[src/hw/rtl/ctdf_pkg.sv]
// Shared types, constants and control structs for the child table block.
package ctdf_pkg;

    localparam int HISTORY_DEPTH_DEF  = 8;
    localparam int CHILD_CAPACITY_DEF = 8;

    localparam int ADDR_W   = 16;
    localparam int SEQ_W    = 8;
    localparam int CODE_W   = 8;
    localparam int STATUS_W = 2;
    localparam int COUNT_W  = 4;
    localparam int PADDR_W  = 3;
    localparam int PDATA_W  = 32;

    localparam logic [STATUS_W-1:0] ST_NONE    = 2'd0;
    localparam logic [STATUS_W-1:0] ST_DUP     = 2'd1;
    localparam logic [STATUS_W-1:0] ST_ADDED   = 2'd2;
    localparam logic [STATUS_W-1:0] ST_REMOVED = 2'd3;

    // register index is paddr bit 2
    localparam logic REG_ACK_CODE    = 1'b0;
    localparam logic REG_REMOVE_CODE = 1'b1;

    localparam logic [CODE_W-1:0] ACK_CODE_RST    = 8'd1;
    localparam logic [CODE_W-1:0] REMOVE_CODE_RST = 8'd2;

    typedef struct packed {
        logic              mode;
        logic [ADDR_W-1:0] node_address;
        logic [SEQ_W-1:0]  sequence_number;
        logic [CODE_W-1:0] msg_code;
    } item_t;

    typedef struct packed {
        logic [STATUS_W-1:0] status;
        logic [COUNT_W-1:0]  child_count;
    } result_t;

    typedef struct packed {
        logic                load_item;
        logic                idx_clr;
        logic                idx_inc;
        logic                h_rd;
        logic                h_ins;
        logic                h_upd;
        logic                c_rd;
        logic                c_add;
        logic                sh_rd;
        logic                sh_wr;
        logic                c_dec;
        logic                st_en;
        logic [STATUS_W-1:0] st_code;
        logic                out_load;
    } dp_cmd_t;

    typedef struct packed {
        logic is_timeout;
        logic is_ack;
        logic is_remove;
        logic h_more;
        logic h_addr_hit;
        logic h_seq_hit;
        logic c_more;
        logic c_hit;
        logic c_full;
        logic sh_more;
        logic out_free;
    } dp_stat_t;

endpackage

[src/hw/rtl/ctdf_ram.sv]
// Generic single-write, single-read RAM with registered read data.
module ctdf_ram #(
    parameter int WIDTH = 16,
    parameter int DEPTH = 8,
    localparam int AW = (DEPTH > 1) ? $clog2(DEPTH) : 1
) (
    input  logic             clk,
    input  logic             wr_en,
    input  logic [AW-1:0]    wr_addr,
    input  logic [WIDTH-1:0] wr_data,
    input  logic             rd_en,
    input  logic [AW-1:0]    rd_addr,
    output logic [WIDTH-1:0] rd_data
);

    logic [WIDTH-1:0] mem_reg [DEPTH];
    logic [WIDTH-1:0] rd_data_reg;

    always_ff @(posedge clk)
    begin
        if (wr_en)
        begin
            mem_reg[wr_addr] <= wr_data;
        end
        if (rd_en)
        begin
            rd_data_reg <= mem_reg[rd_addr];
        end
    end

    assign rd_data = rd_data_reg;

endmodule

[src/hw/rtl/ctdf_dp.sv]
// Datapath: item latch, history and child RAMs, counters, result register.
module ctdf_dp
    import ctdf_pkg::*;
#(
    parameter int HISTORY_DEPTH  = HISTORY_DEPTH_DEF,
    parameter int CHILD_CAPACITY = CHILD_CAPACITY_DEF
) (
    input  logic              clk,
    input  logic              rst_n,
    input  item_t             item,
    input  logic [CODE_W-1:0] ack_code,
    input  logic [CODE_W-1:0] remove_code,
    input  dp_cmd_t           cmd,
    output dp_stat_t          stat,
    output logic              result_valid,
    input  logic              result_ready,
    output result_t           result
);

    localparam int HAW  = (HISTORY_DEPTH > 1) ? $clog2(HISTORY_DEPTH) : 1;
    localparam int CAW  = (CHILD_CAPACITY > 1) ? $clog2(CHILD_CAPACITY) : 1;
    localparam int HUW  = $clog2(HISTORY_DEPTH + 1);
    localparam int CHW  = $clog2(CHILD_CAPACITY + 1);
    localparam int MAXD = (HISTORY_DEPTH > CHILD_CAPACITY) ? HISTORY_DEPTH : CHILD_CAPACITY;
    localparam int IW   = $clog2(MAXD + 1);
    localparam int HW   = ADDR_W + SEQ_W;

    item_t               item_reg;
    logic [IW-1:0]       idx_reg, idx_next, idx_p1;
    logic [HUW-1:0]      used_reg, used_next;
    logic [HAW-1:0]      oldest_reg, oldest_next;
    logic [CHW-1:0]      held_reg, held_next;
    logic [STATUS_W-1:0] status_reg, status_next;
    logic                res_valid_reg, res_valid_next;
    result_t             res_reg, res_next;

    logic                h_full;
    logic [HAW-1:0]      h_ins_slot;
    logic                h_wr_en;
    logic [HAW-1:0]      h_wr_addr;
    logic [HW-1:0]       h_rdata;
    logic                c_wr_en;
    logic [CAW-1:0]      c_wr_addr;
    logic [ADDR_W-1:0]   c_wr_data;
    logic [CAW-1:0]      c_rd_addr;
    logic [ADDR_W-1:0]   c_rdata;
    logic [7:0]          held_ext;

    assign idx_p1     = idx_reg + 1'b1;
    assign h_full     = (used_reg == HUW'(HISTORY_DEPTH));
    assign h_ins_slot = h_full ? oldest_reg : used_reg[HAW-1:0];
    assign h_wr_en    = cmd.h_ins | cmd.h_upd;
    assign h_wr_addr  = cmd.h_upd ? idx_reg[HAW-1:0] : h_ins_slot;

    ctdf_ram #(
        .WIDTH (HW),
        .DEPTH (HISTORY_DEPTH)
    ) u_hist_ram (
        .clk     (clk),
        .wr_en   (h_wr_en),
        .wr_addr (h_wr_addr),
        .wr_data ({item_reg.node_address, item_reg.sequence_number}),
        .rd_en   (cmd.h_rd),
        .rd_addr (idx_reg[HAW-1:0]),
        .rd_data (h_rdata)
    );

    // add appends at the tail; compaction copies entry idx+1 down to idx
    assign c_wr_en   = cmd.c_add | cmd.sh_wr;
    assign c_wr_addr = cmd.c_add ? held_reg[CAW-1:0] : idx_reg[CAW-1:0];
    assign c_wr_data = cmd.c_add ? item_reg.node_address : c_rdata;
    assign c_rd_addr = cmd.sh_rd ? idx_p1[CAW-1:0] : idx_reg[CAW-1:0];

    ctdf_ram #(
        .WIDTH (ADDR_W),
        .DEPTH (CHILD_CAPACITY)
    ) u_child_ram (
        .clk     (clk),
        .wr_en   (c_wr_en),
        .wr_addr (c_wr_addr),
        .wr_data (c_wr_data),
        .rd_en   (cmd.c_rd | cmd.sh_rd),
        .rd_addr (c_rd_addr),
        .rd_data (c_rdata)
    );

    always_comb
    begin
        stat.is_timeout = item_reg.mode;
        stat.is_ack     = (item_reg.msg_code == ack_code);
        stat.is_remove  = (item_reg.msg_code == remove_code);
        stat.h_more     = (idx_reg < IW'(used_reg));
        stat.h_addr_hit = (h_rdata[HW-1:SEQ_W] == item_reg.node_address);
        stat.h_seq_hit  = (h_rdata[SEQ_W-1:0] == item_reg.sequence_number);
        stat.c_more     = (idx_reg < IW'(held_reg));
        stat.c_hit      = (c_rdata == item_reg.node_address);
        stat.c_full     = (held_reg == CHW'(CHILD_CAPACITY));
        stat.sh_more    = (idx_p1 < IW'(held_reg));
        stat.out_free   = !res_valid_reg || result_ready;
    end

    assign held_ext = 8'(held_reg);

    always_comb
    begin
        idx_next       = idx_reg;
        used_next      = used_reg;
        oldest_next    = oldest_reg;
        held_next      = held_reg;
        status_next    = status_reg;
        res_valid_next = res_valid_reg;
        res_next       = res_reg;

        if (cmd.idx_clr)
        begin
            idx_next = '0;
        end
        else if (cmd.idx_inc)
        begin
            idx_next = idx_p1;
        end

        if (cmd.h_ins)
        begin
            if (!h_full)
            begin
                used_next = used_reg + 1'b1;
            end
            else
            begin
                oldest_next = (oldest_reg == HAW'(HISTORY_DEPTH - 1)) ? '0
                                                                     : oldest_reg + 1'b1;
            end
        end

        if (cmd.c_add)
        begin
            held_next = held_reg + 1'b1;
        end
        else if (cmd.c_dec)
        begin
            held_next = held_reg - 1'b1;
        end

        if (cmd.st_en)
        begin
            status_next = cmd.st_code;
        end

        if (cmd.out_load)
        begin
            res_valid_next     = 1'b1;
            res_next.status      = status_reg;
            res_next.child_count = held_ext[COUNT_W-1:0];
        end
        else if (result_ready)
        begin
            res_valid_next = 1'b0;
        end
    end

    always_ff @(posedge clk or negedge rst_n)
    begin
        if (!rst_n)
        begin
            idx_reg       <= '0;
            used_reg      <= '0;
            oldest_reg    <= '0;
            held_reg      <= '0;
            status_reg    <= ST_NONE;
            res_valid_reg <= 1'b0;
        end
        else
        begin
            idx_reg       <= idx_next;
            used_reg      <= used_next;
            oldest_reg    <= oldest_next;
            held_reg      <= held_next;
            status_reg    <= status_next;
            res_valid_reg <= res_valid_next;
        end
    end

    always_ff @(posedge clk)
    begin
        if (cmd.load_item)
        begin
            item_reg <= item;
        end
        res_reg <= res_next;
    end

    assign result_valid = res_valid_reg;
    assign result       = res_reg;

    a_held_bound: assert property (@(posedge clk) disable iff (!rst_n)
        held_reg <= CHW'(CHILD_CAPACITY))
        else $error("child count beyond capacity");

    // replacement pointer only moves once the history has filled
    a_oldest_idle: assert property (@(posedge clk) disable iff (!rst_n)
        !h_full |-> oldest_reg == '0)
        else $error("replacement slot moved before history full");

    a_add_room: assert property (@(posedge clk) disable iff (!rst_n)
        cmd.c_add |-> !stat.c_full)
        else $error("child add with full table");

endmodule

[src/hw/rtl/ctdf_ctrl.sv]
// Controller: sequences history search, child search/add and compaction.
module ctdf_ctrl
    import ctdf_pkg::*;
(
    input  logic     clk,
    input  logic     rst_n,
    input  logic     item_valid,
    output logic     item_ready,
    input  dp_stat_t stat,
    output dp_cmd_t  cmd
);

    localparam logic [3:0] S_IDLE   = 4'd0;
    localparam logic [3:0] S_H_RD   = 4'd1;
    localparam logic [3:0] S_H_CMP  = 4'd2;
    localparam logic [3:0] S_CODE   = 4'd3;
    localparam logic [3:0] S_C_RD   = 4'd4;
    localparam logic [3:0] S_C_CMP  = 4'd5;
    localparam logic [3:0] S_SH_RD  = 4'd6;
    localparam logic [3:0] S_SH_WR  = 4'd7;
    localparam logic [3:0] S_DONE   = 4'd8;

    logic [3:0] state_reg, state_next;
    logic       op_add_reg, op_add_next;

    always_comb
    begin
        state_next  = state_reg;
        op_add_next = op_add_reg;
        cmd         = '0;
        cmd.st_code = ST_NONE;
        item_ready  = 1'b0;

        unique case (state_reg)
            S_IDLE:
            begin
                item_ready = 1'b1;
                if (item_valid)
                begin
                    cmd.load_item = 1'b1;
                    cmd.idx_clr   = 1'b1;
                    state_next    = S_H_RD;
                end
            end
            S_H_RD:
            begin
                // timeout skips the history entirely
                if (stat.is_timeout)
                begin
                    op_add_next = 1'b0;
                    cmd.idx_clr = 1'b1;
                    state_next  = S_C_RD;
                end
                else if (stat.h_more)
                begin
                    cmd.h_rd   = 1'b1;
                    state_next = S_H_CMP;
                end
                else
                begin
                    cmd.h_ins  = 1'b1;
                    state_next = S_CODE;
                end
            end
            S_H_CMP:
            begin
                if (stat.h_addr_hit)
                begin
                    if (stat.h_seq_hit)
                    begin
                        cmd.st_en   = 1'b1;
                        cmd.st_code = ST_DUP;
                        state_next  = S_DONE;
                    end
                    else
                    begin
                        cmd.h_upd  = 1'b1;
                        state_next = S_CODE;
                    end
                end
                else
                begin
                    cmd.idx_inc = 1'b1;
                    state_next  = S_H_RD;
                end
            end
            S_CODE:
            begin
                cmd.idx_clr = 1'b1;
                // ack wins when both codes match
                if (stat.is_ack && !stat.c_full)
                begin
                    op_add_next = 1'b1;
                    state_next  = S_C_RD;
                end
                else if (!stat.is_ack && stat.is_remove)
                begin
                    op_add_next = 1'b0;
                    state_next  = S_C_RD;
                end
                else
                begin
                    cmd.st_en   = 1'b1;
                    cmd.st_code = ST_NONE;
                    state_next  = S_DONE;
                end
            end
            S_C_RD:
            begin
                if (stat.c_more)
                begin
                    cmd.c_rd   = 1'b1;
                    state_next = S_C_CMP;
                end
                else
                begin
                    cmd.st_en = 1'b1;
                    if (op_add_reg)
                    begin
                        cmd.c_add   = 1'b1;
                        cmd.st_code = ST_ADDED;
                    end
                    else
                    begin
                        cmd.st_code = ST_NONE;
                    end
                    state_next = S_DONE;
                end
            end
            S_C_CMP:
            begin
                if (stat.c_hit)
                begin
                    if (op_add_reg)
                    begin
                        cmd.st_en   = 1'b1;
                        cmd.st_code = ST_NONE;
                        state_next  = S_DONE;
                    end
                    else
                    begin
                        state_next = S_SH_RD;
                    end
                end
                else
                begin
                    cmd.idx_inc = 1'b1;
                    state_next  = S_C_RD;
                end
            end
            S_SH_RD:
            begin
                if (stat.sh_more)
                begin
                    cmd.sh_rd  = 1'b1;
                    state_next = S_SH_WR;
                end
                else
                begin
                    cmd.c_dec   = 1'b1;
                    cmd.st_en   = 1'b1;
                    cmd.st_code = ST_REMOVED;
                    state_next  = S_DONE;
                end
            end
            S_SH_WR:
            begin
                cmd.sh_wr   = 1'b1;
                cmd.idx_inc = 1'b1;
                state_next  = S_SH_RD;
            end
            S_DONE:
            begin
                if (stat.out_free)
                begin
                    cmd.out_load = 1'b1;
                    state_next   = S_IDLE;
                end
            end
            default:
            begin
                state_next = S_IDLE;
            end
        endcase
    end

    always_ff @(posedge clk or negedge rst_n)
    begin
        if (!rst_n)
        begin
            state_reg  <= S_IDLE;
            op_add_reg <= 1'b0;
        end
        else
        begin
            state_reg  <= state_next;
            op_add_reg <= op_add_next;
        end
    end

    a_accept_starts: assert property (@(posedge clk) disable iff (!rst_n)
        item_valid && item_ready |=> state_reg == S_H_RD)
        else $error("accepted item did not start history search");

    a_load_free: assert property (@(posedge clk) disable iff (!rst_n)
        cmd.out_load |-> stat.out_free)
        else $error("result loaded over an untaken result");

endmodule

[src/hw/rtl/child_table_with_duplicate_filter_top.sv]
// Top level: configuration registers, controller and datapath.
// Child table with per-sender duplicate filter. Each item (received message or
// delivery timeout) yields exactly one result: a status and the child count.
// The block works on one item at a time; the result sits in an output register
// so the next item is taken while it waits. Both tables are RAMs with separate
// read and write ports, scanned one entry at a time (read, then compare); each
// history entry compared, child compared or child shifted down adds a read step
// and a compare or write step, and the worst case is a new sender removing the
// first of a full child table. Timeouts skip the history scan. Config registers
// sit at byte offsets 0 (ack code) and 4 (remove code) and should be written
// while idle.
module child_table_with_duplicate_filter_top
    import ctdf_pkg::*;
#(
    parameter int HISTORY_DEPTH  = HISTORY_DEPTH_DEF,
    parameter int CHILD_CAPACITY = CHILD_CAPACITY_DEF
) (
    input  logic               clk,
    input  logic               rst_n,
    input  logic               item_valid,
    output logic               item_ready,
    input  item_t              item,
    output logic               result_valid,
    input  logic               result_ready,
    output result_t            result,
    input  logic               psel,
    input  logic               penable,
    input  logic               pwrite,
    input  logic [PADDR_W-1:0] paddr,
    input  logic [PDATA_W-1:0] pwdata,
    output logic [PDATA_W-1:0] prdata,
    output logic               pready
);

    logic [CODE_W-1:0] ack_code_reg, ack_code_next;
    logic [CODE_W-1:0] remove_code_reg, remove_code_next;
    logic              cfg_wr;
    dp_cmd_t           cmd;
    dp_stat_t          stat;

    assign pready = 1'b1;
    assign cfg_wr = psel && penable && pwrite && pready;

    always_comb
    begin
        ack_code_next    = ack_code_reg;
        remove_code_next = remove_code_reg;
        if (cfg_wr)
        begin
            unique case (paddr[2])
                REG_ACK_CODE:    ack_code_next    = pwdata[CODE_W-1:0];
                REG_REMOVE_CODE: remove_code_next = pwdata[CODE_W-1:0];
                default:         ack_code_next    = ack_code_reg;
            endcase
        end
    end

    always_comb
    begin
        unique case (paddr[2])
            REG_ACK_CODE:    prdata = PDATA_W'(ack_code_reg);
            REG_REMOVE_CODE: prdata = PDATA_W'(remove_code_reg);
            default:         prdata = '0;
        endcase
    end

    always_ff @(posedge clk or negedge rst_n)
    begin
        if (!rst_n)
        begin
            ack_code_reg    <= ACK_CODE_RST;
            remove_code_reg <= REMOVE_CODE_RST;
        end
        else
        begin
            ack_code_reg    <= ack_code_next;
            remove_code_reg <= remove_code_next;
        end
    end

    ctdf_ctrl u_ctrl (
        .clk        (clk),
        .rst_n      (rst_n),
        .item_valid (item_valid),
        .item_ready (item_ready),
        .stat       (stat),
        .cmd        (cmd)
    );

    ctdf_dp #(
        .HISTORY_DEPTH  (HISTORY_DEPTH),
        .CHILD_CAPACITY (CHILD_CAPACITY)
    ) u_dp (
        .clk          (clk),
        .rst_n        (rst_n),
        .item         (item),
        .ack_code     (ack_code_reg),
        .remove_code  (remove_code_reg),
        .cmd          (cmd),
        .stat         (stat),
        .result_valid (result_valid),
        .result_ready (result_ready),
        .result       (result)
    );

endmodule

[config.mk]
export PLATFORM = sky130hd
export DESIGN_NAME = child_table_with_duplicate_filter_top
export DESIGN_NICKNAME = d
export VERILOG_FILES = /design/src/hw/rtl/ctdf_pkg.sv /design/src/hw/rtl/ctdf_ram.sv /design/src/hw/rtl/ctdf_dp.sv /design/src/hw/rtl/ctdf_ctrl.sv /design/src/hw/rtl/child_table_with_duplicate_filter_top.sv
export SDC_FILE = /design/constraint.sdc
export NUM_CORES = 1
export LEC_CHECK = 0
export BUFFER_PORTS_ARGS = -buffer_cell sky130_fd_sc_hd__buf_2
export CAP_MARGIN = 20
export CORE_MARGIN = 3
export CORE_UTILIZATION = 30
export CTS_CLUSTER_SIZE = 24
export DETAILED_ROUTE_END_ITERATION = 8
export PLACE_DENSITY = 0.48
export SLEW_MARGIN = 30
export SYNTH_ARGS = -nofsm -noshare
export SYNTH_HDL_FRONTEND = slang
export SYNTH_HIERARCHICAL = 1
export SYNTH_SLANG_ARGS = --single-unit
[constraint.sdc]
create_clock -name clk -period 6.8 [get_ports clk]
set_clock_uncertainty 0.2 [all_clocks]
set_input_delay 0.34 -clock clk [delete_from_list [all_inputs] [get_ports clk]]
set_output_delay 0.34 -clock clk [all_outputs]
set_load 0.005 [all_outputs]
==> reports/metrics.cfg <==
[outcome]
outcome=complete, no violations

[timing]
rsz0062_at_grt=false
hold_ws_ps=60.3
period_share_pct=67.9
fmax_mhz=217
finalSetupViolCount=0
hold_violations=0
layout_min_cycle_time_ps=4620
slew_violations=0
tns_ps=0
relSlewSlack_pct=40.8
worst_slew_pin_slew_ps=888

[floorplanning]
fp.dieArea_um2=63800
dieHeight_um=253
io_pins=116
die_x_um=253
start_util_pct=30.6
core_um2=59600
rows=89

[routing]
routed_wl_um=38600
drt_iter0_markers=551
firstDrtPassIters=4
wire_per_inst_um=20.3
drc=0
vias_per_cell=4.60
vias=8729
drtAntennaViolNets=0

[global_routing]
grt_antenna_before_repair=0
grt_pass1_wl_um=58700
grt_use_total_pct=12.3
overflow=0
grt_max_degree=54
first_global_vias=9336

[hold_path]
hold_class=in -> async

[setup_path]
startpoint_type=register
worstPathMaxFanout=32
cp-end-kind=register
arrival_ps=4750
cp.required_ps=6930
crit_type=reg -> reg

[logic_synthesis]
synthTopCellsByArea=edfxtp_1 66%, mux4_2 6.4%, dfrtp_1 5.1%
ys_seq_area_share_pct=71.0
synth_commonest_cells=399 x edfxtp_1, 78 x mux2_2, 64 x xnor2_1
netlist_area_um2=18200
yosys.area.top_type_share_pct=65.7
synth_seq_cells=438
synth_cell_type_count=62
synth-main-ff-cell=edfxtp_1
syn_avg_cell_area_um2=19.7
syn_inst=926
yosysWarnings=6
synth_edf_count=399
synth_top_cell_by_area=edfxtp_1
synth_async_sr_flop_share_pct=8.90
synth_most_common_cell=edfxtp_1

[clocking]
cts_buffers=48
htreeDepth=2
cts_tree=built
clock-sinks=438
cts.clk_slew.worst_paths_ps=60
cts_root_buf=clkbuf_16
cts_resized=0
clk_latency_ps=580
clockBufferDepth=3

[job]
maxCapViolCount=0

[layout]
largest_register_ffs=192
drive_gt1_share_pct=30.3
final_nets=1178
final_util_pct=36.2
num_antenna_cells=0
area_growth_pct=18.2

[placed_design]
dp_hpwl_um=23000
gp_congestion=0.723
io_buffers=64

[pwr]
p_leak_nw=7.18
ir_worst_vdd_mv=0.210
p_per_area_nw_per_um2=356

final timing paths:
check | start | end | slack [ps] | cells after the start
min reg2reg | u_dp/status_reg[1] | u_dp/result[5] | 250 | 0
min in group clk | penable | remove_code_reg[4] | 80 | 3
min | rst_n | remove_code_reg[4] | 60 | 3
max | u_dp/idx_reg[0] | u_dp/u_child_ram/rd_data[2] | 2180 | 11
max reg2reg | u_dp/idx_reg[0] | u_dp/u_child_ram/rd_data[2] | 2180 | 11
max in group asynchronous | rst_n | u_dp/held_reg[0] | 5500 | 3
per-stage QoR:
| step | setup slack (ps) | instances | power (mW) | area, µm² |
|---|---|---|---|---|
| 2_1_floorplan | 2540 | 949 | 4.78 | 18300 |
| 3_3_place_gp | 1890 | 1763 | 5.20 | 19500 |
| 3_5_place_dp | 2140 | 1765 | 5.22 | 19600 |
| 4_1_cts | 2110 | 1897 | 7.81 | 21600 |
| 5_1_grt | 1910 | 1897 | 8.07 | 21600 |
| 6_report | 2180 | 1897 | 7.68 | 21600 |
metal layers:
layer	global-route usage [%]	up-vias	part of all wire [%]	wire length, µm
met3	2.07	52	3.7	1430
li1	-	3998	-	-
met1	16.1	4550	44	16900
met2	21.2	129	51	19500
met4	3.44	0	1.9	736
met5	0	-	0	0
cell type report:
cell class / count / area [µm²]
Inverter: 13 / 48.8
Fill cell: 5498 / 38000
Multi-Input combinational cell: 441 / 4960
Timing Repair Buffer: 145 / 1090
Sequential cell: 438 / 13000
Clock buffer: 61 / 1250
Tap cell: 773 / 967
Clock inverter: 26 / 274
worst max-delay path: stages (launching register included):
cell	delay, ps
dfrtp_4	670
ha_1	410
ha_1	300
a21boi_0	120
o2bb2ai_1	150
o21ai_0	90
a21oi_1	460
and3_1	400
xor2_4	150
buf_4	480
mux4_1	630
mux2_2	280
cell usage in the layout (no fill, tap or decap), drive strengths merged, types with 8 or more instances in the layout:
cell,count
nand2,16
clkbuf,61
edfxtp,399
xnor2,64
mux2,90
buf,100
ha,15
o21ai,8
nand2b,12
inv,15
nor2,34
dfrtp,37
nand4,18
clkinv,19
a21oi,13
conb,25
dlygate4sd3,45
mux4,80
logic make-up (layout without fill, tap and decap cells):
kind of cell | after synthesis | in the layout | share of synthesized area (%)
DFF | 438 | 438 | 71.0
AOI/OAI and AO/OA | 41 | 41 | 1.53
muxes | 176 | 176 | 16.6
xor gates and xnor gates | 68 | 68 | 3.26
other | 2 | 25 | 0.0412
and+or+nand+nor | 115 | 115 | 3.72
adders and majority gates | 16 | 16 | 1.14
buffers and inverters | 70 | 245 | 2.68
report_power, final:
group	internal, mW	switching (mW)	leakage (nW)
combinational	0.718	0.752	2.35
clock	1.49	1.04	0.741
sequential	3.38	0.296	4.09
repair_timing:
item                                   in CTS  in global routing
setup buffers                               0                  0
hold buffers                               45                  0
endpoints found under the hold margin      92                  0
Power figures use the tool's default switching activity.
